File: src/hw/rtl/css_pkg.sv
`default_nettype none

package css_pkg;

   localparam int VALUE_W       = 32;
   localparam int COUNT_W       = 7;
   localparam int DEPTH_DEFAULT = 64;
   localparam logic [COUNT_W-1:0] CAPACITY_RESET = 7'd64;

   localparam logic [1:0] OP_INSERT = 2'd0;
   localparam logic [1:0] OP_SEARCH = 2'd1;
   localparam logic [1:0] OP_REMOVE = 2'd2;

   localparam logic [1:0] ST_DONE = 2'd0;
   localparam logic [1:0] ST_DUP  = 2'd1;
   localparam logic [1:0] ST_FULL = 2'd2;
   localparam logic [1:0] ST_MISS = 2'd3;

   // Per-cell control, driven by the sequencer in the top level.
   typedef struct packed {
      logic clear;
      logic compare;
      logic load;
      logic shift;
   } cell_ctl_type;

   // A capacity of zero acts as one; anything above the depth acts as the depth.
   function automatic logic [COUNT_W-1:0] eff_capacity(input logic [COUNT_W-1:0] raw,
                                                       input int depth);
      logic [COUNT_W-1:0] result;
      result = raw;
      if (raw == '0) begin
         result = COUNT_W'(1);
      end else if (int'(raw) > depth) begin
         result = COUNT_W'(depth);
      end
      return result;
   endfunction

endpackage

`default_nettype wire

File: src/hw/rtl/css_cell.sv
`default_nettype none

module css_cell (
   input  wire                            clock,
   input  wire                            reset,
   input  wire css_pkg::cell_ctl_type     ctl,
   input  wire [css_pkg::VALUE_W-1:0]     key,
   input  wire [css_pkg::VALUE_W-1:0]     next_value,
   input  wire                            hit_in,
   output logic [css_pkg::VALUE_W-1:0]    slot_value,
   output logic                           hit_out
);
   import css_pkg::*;

   logic [VALUE_W-1:0] slot_ff, slot_in;
   logic               match_ff, match_in;

   // An occupied slot always holds a nonzero value.
   assign match_in   = (slot_ff != '0) && (slot_ff == key);
   assign hit_out    = hit_in | match_ff;
   assign slot_value = slot_ff;

   always_comb begin
      slot_in = slot_ff;
      if (ctl.clear) begin
         slot_in = '0;
      end else if (ctl.load) begin
         slot_in = key;
      end else if (ctl.shift && hit_out) begin
         slot_in = next_value;
      end
   end

   always_ff @(posedge clock) begin
      if (reset) begin
         slot_ff  <= '0;
         match_ff <= 1'b0;
      end else begin
         slot_ff  <= slot_in;
         match_ff <= ctl.compare ? match_in : match_ff;
      end
   end

endmodule

`default_nettype wire

File: config.mk
export PLATFORM = sky130hd
export DESIGN_NAME = css_cell
export DESIGN_NICKNAME = d
export VERILOG_FILES = /design/src/hw/rtl/css_pkg.sv /design/src/hw/rtl/css_cell.sv
export SDC_FILE = /design/constraint.sdc
export NUM_CORES = 1
export LEC_CHECK = 0
export ABC_AREA = 1
export BUFFER_PORTS_ARGS = -buffer_cell sky130_fd_sc_hd__buf_2
export CAP_MARGIN = 20
export CORE_MARGIN = 2
export CORE_UTILIZATION = 30
export CTS_CLUSTER_DIAMETER = 80
export DETAILED_ROUTE_END_ITERATION = 8
export PLACE_DENSITY = 0.64
export SLEW_MARGIN = 15
export SYNTH_ARGS = -nofsm -noshare
export SYNTH_HDL_FRONTEND = slang
export SYNTH_SLANG_ARGS = --single-unit
File: constraint.sdc
create_clock -name clock -period 3.1 [get_ports clock]
set_input_delay 0.155 -clock clock [delete_from_list [all_inputs] [get_ports clock]]
set_output_delay 0.155 -clock clock [all_outputs]
set_load 0.05 [all_outputs]
==> impl_metrics.tcl <==
set metrics [dict create \
    grtUsageTotal 0.1527 \
    power_w 0.001311 \
    ys_warn_count 0 \
    routedWlPerCell_um 12.28 \
    grt_antenna_before_repair 0 \
    drive_above_1_share 0.3275 \
    remaining_drc_errors 0 \
    multi_input_area_um2 1398 \
    grt_pass1_vias 2216 \
    seqCellArea_um2 660.6 \
    cts_tree "built" \
    nNetsFinal 528 \
    reg2regPathDepth 6 \
    h-tree-depth 2 \
    critPathCaptureType "flip-flop" \
    yosysSeqAreaShare 0.2788 \
    finalSetupViolCount 0 \
    clkLatencyLatePin_ns 0.29 \
    r2r-end "slot_value[0]$_SDFFE_PP0P_" \
    syn_area_um2 2370 \
    cp_num_buf_inv 1 \
    cts_sinks 33 \
    rsz0062_at_grt "false" \
    wirelength_um 6878 \
    yosysUniqueCellTypes 23 \
    nFillCells 860 \
    die_area_um2 8626 \
    dr.pass1.iters 4 \
    power.density_nw_per_um2 430.3 \
    vias 2494 \
    slowest_delay_ns 0.38 \
    ctsResizeCount 0 \
    die_h_um 92.88 \
    hp-start "reset" \
    slowest_stage "clkinv_4" \
    syn_nets 433 \
    cts.path.max_buffers 2 \
    r2r_start "match_ff$_SDFFE_PP0P_" \
    slew_headroom 0.3380 \
    grt_pass1_wl_um 10350 \
    clkTransAtPathRegs_ns 0.07 \
    synth-seq-cells 33 \
    syn_to_final_growth_pct 28.56 \
    cp-start-kind "flip-flop" \
    critical_path_class "flip-flop to flip-flop" \
    crit_required_ns 3.23 \
    grt_max_degree 53 \
    crit_fanout 40 \
    reg2reg_slack_ns 1.46 \
    hold_buffers 0 \
    diodes 0 \
    finClkSkew_ns 0.008799 \
    hold_violations 0 \
    fin_crit_sh 0.5296 \
    layout_min_cycle_time_ns 1.642 \
    cts_root_buf "clkbuf_8" \
    rows 32 \
    gp_routability_congestion 0.8064 \
    dp_hpwl_um 5383 \
    cts_setup_buffers 0 \
    path_cells "or2_4 -> nand2_2 -> nand2_4 -> clkinv_4 -> nor2_1 -> a211oi_2" \
    vdd_drop_max_uv 197.8 \
    coreArea_um2 7687 \
    final_max_slew_viol_count 0 \
    port-buffer-count 103 \
    fin_cells 560 \
    fmax_ghz 0.6091 \
    drtIter0Drc 89 \
    crit_end "slot_value[0]$_SDFFE_PP0P_" \
    crit_cells 6 \
    ant_nets 0 \
    worst_pin_slew_ns 0.9930 \
    hold_class "input pin to flip-flop" \
    initial_core_util 0.3083 \
    arrival_ns 1.77 \
    critPathTopFamily "simple AND/OR/NAND/NOR gates" \
    worstSetupStartpoint "match_ff$_SDFFE_PP0P_" \
    synthCells 362 \
    die_width_um 92.88 \
    viasPerCell 4.454 \
    syn_avg_cell_area_um2 6.546 \
    cap_violations 0 \
    cts_buffers 5 \
    gr-total-overflow 0 \
    post-place-cells 552 \
    p_leak_nw 1.525 \
    outcome "completed" \
    pin_count 104 \
    setup_tns_ns 0 \
]
==> metal layers <==
layer | global-route usage | share of wire | up-vias
met4 | 0.04902 | 0.012 | 0
met3 | 0.03336 | 0.053 | 6
met2 | 0.2524 | 0.47 | 67
met1 | 0.1974 | 0.47 | 1099
li1 | - | - | 1322
met5 | 0 | 0 | -
==> cells in the mapped netlist <==
| master | n | area [µm²] |
|---|---|---|
| a211oi_2 | 20 | 250.2 |
| a21oi_1 | 2 | 10.01 |
| a311oi_2 | 12 | 180.2 |
| buf_2 | 5 | 25.02 |
| buf_4 | 3 | 22.52 |
| buf_6 | 4 | 45.04 |
| clkbuf_1 | 4 | 15.01 |
| clkinv_4 | 1 | 8.760 |
| dfxtp_1 | 33 | 660.6 |
| inv_1 | 51 | 191.4 |
| inv_2 | 1 | 3.750 |
| nand2_1 | 115 | 431.7 |
| nand2_2 | 1 | 6.260 |
| nand2_4 | 1 | 11.26 |
| nand3_1 | 5 | 25.02 |
| nand4_1 | 1 | 6.260 |
| nor2_1 | 65 | 244.0 |
| o21ai_0 | 25 | 125.1 |
| o21ai_1 | 1 | 5.000 |
| or2_1 | 1 | 6.260 |
| or2_4 | 1 | 8.760 |
| xnor2_1 | 8 | 70.07 |
| xor2_1 | 2 | 17.52 |
==> report_power, final <==
part | switching [W] | internal [W] | leakage (nW)
sequential | 0.0000244 | 0.000445 | 0.270
combinational | 0.000234 | 0.000118 | 1.19
clock | 0.000169 | 0.000320 | 0.0681
==> cell usage in the layout, fill, tap and decap left out <==
master,Yosys,layout
or2_2,0,1
dfxtp_1,33,33
o21ai_1,1,1
o21ai_0,25,25
bufinv_16,0,2
xor2_1,2,2
a311oi_2,12,12
xnor2_1,8,8
a211oi_2,20,20
buf_2,5,103
clkbuf_8,0,5
nand2_1,115,115
inv_1,51,51
or2_4,1,1
nand3_1,5,5
clkinv_2,0,1
a21oi_1,2,2
nand4_1,1,1
nand2_2,1,1
buf_4,3,1
clkinv_4,1,1
nand2_4,1,1
inv_2,1,1
nor2_1,65,65
==> cell families after synthesis <==
logic type                share of synthesized area
AOI/OAI and AO/OA                            0.2408
and+or+nand+nor                              0.3120
DFF                                          0.2788
buffers and inverters                        0.1315
xor gates and xnor gates                    0.03696
==> how the worst min path moves through the flow <==
stage | endpoint | slack, ns | cells after the start
after CTS | match_ff$_SDFFE_PP0P_ | 0.02 | 2
after global placement | match_ff$_SDFFE_PP0P_ | 0.33 | 2
final | match_ff$_SDFFE_PP0P_ | 0.03 | 2
after detailed placement | match_ff$_SDFFE_PP0P_ | 0.34 | 2
after global routing | match_ff$_SDFFE_PP0P_ | 0.03 | 2
after floorplan | match_ff$_SDFFE_PP0P_ | 0.22 | 1
==> sequential cells by signal (all words and copies together), names as in the netlist <==
name        count
match_ff        1
slot_value     32
==> stage by stage <==
| stage | hold WS (ns) | utilization | area (µm²) | setup slack, ns |
|---|---|---|---|---|
| after floorplan | 0.2241 | - | 2370 | 1.688 |
| after global placement | 0.3307 | 0.3789 | 2913 | 1.551 |
| after detailed placement | 0.3354 | 0.3789 | 2913 | 1.477 |
| after CTS | 0.02353 | 0.3963 | 3047 | 1.451 |
| after global routing | 0.03248 | 0.3963 | 3047 | 1.341 |
| final | 0.03100 | 0.3963 | 3047 | 1.458 |
==> area by class of cell <==
class / instances / area share
Clock buffer: 5 / 0.02259
Clock inverter: 3 / 0.02136
Inverter: 53 / 0.06694
Multi-Input combinational cell: 260 / 0.4587
Sequential cell: 33 / 0.2168
Tap cell: 102 / 0.04189
Timing Repair Buffer: 104 / 0.1717
(Power assumes the default switching activity.)
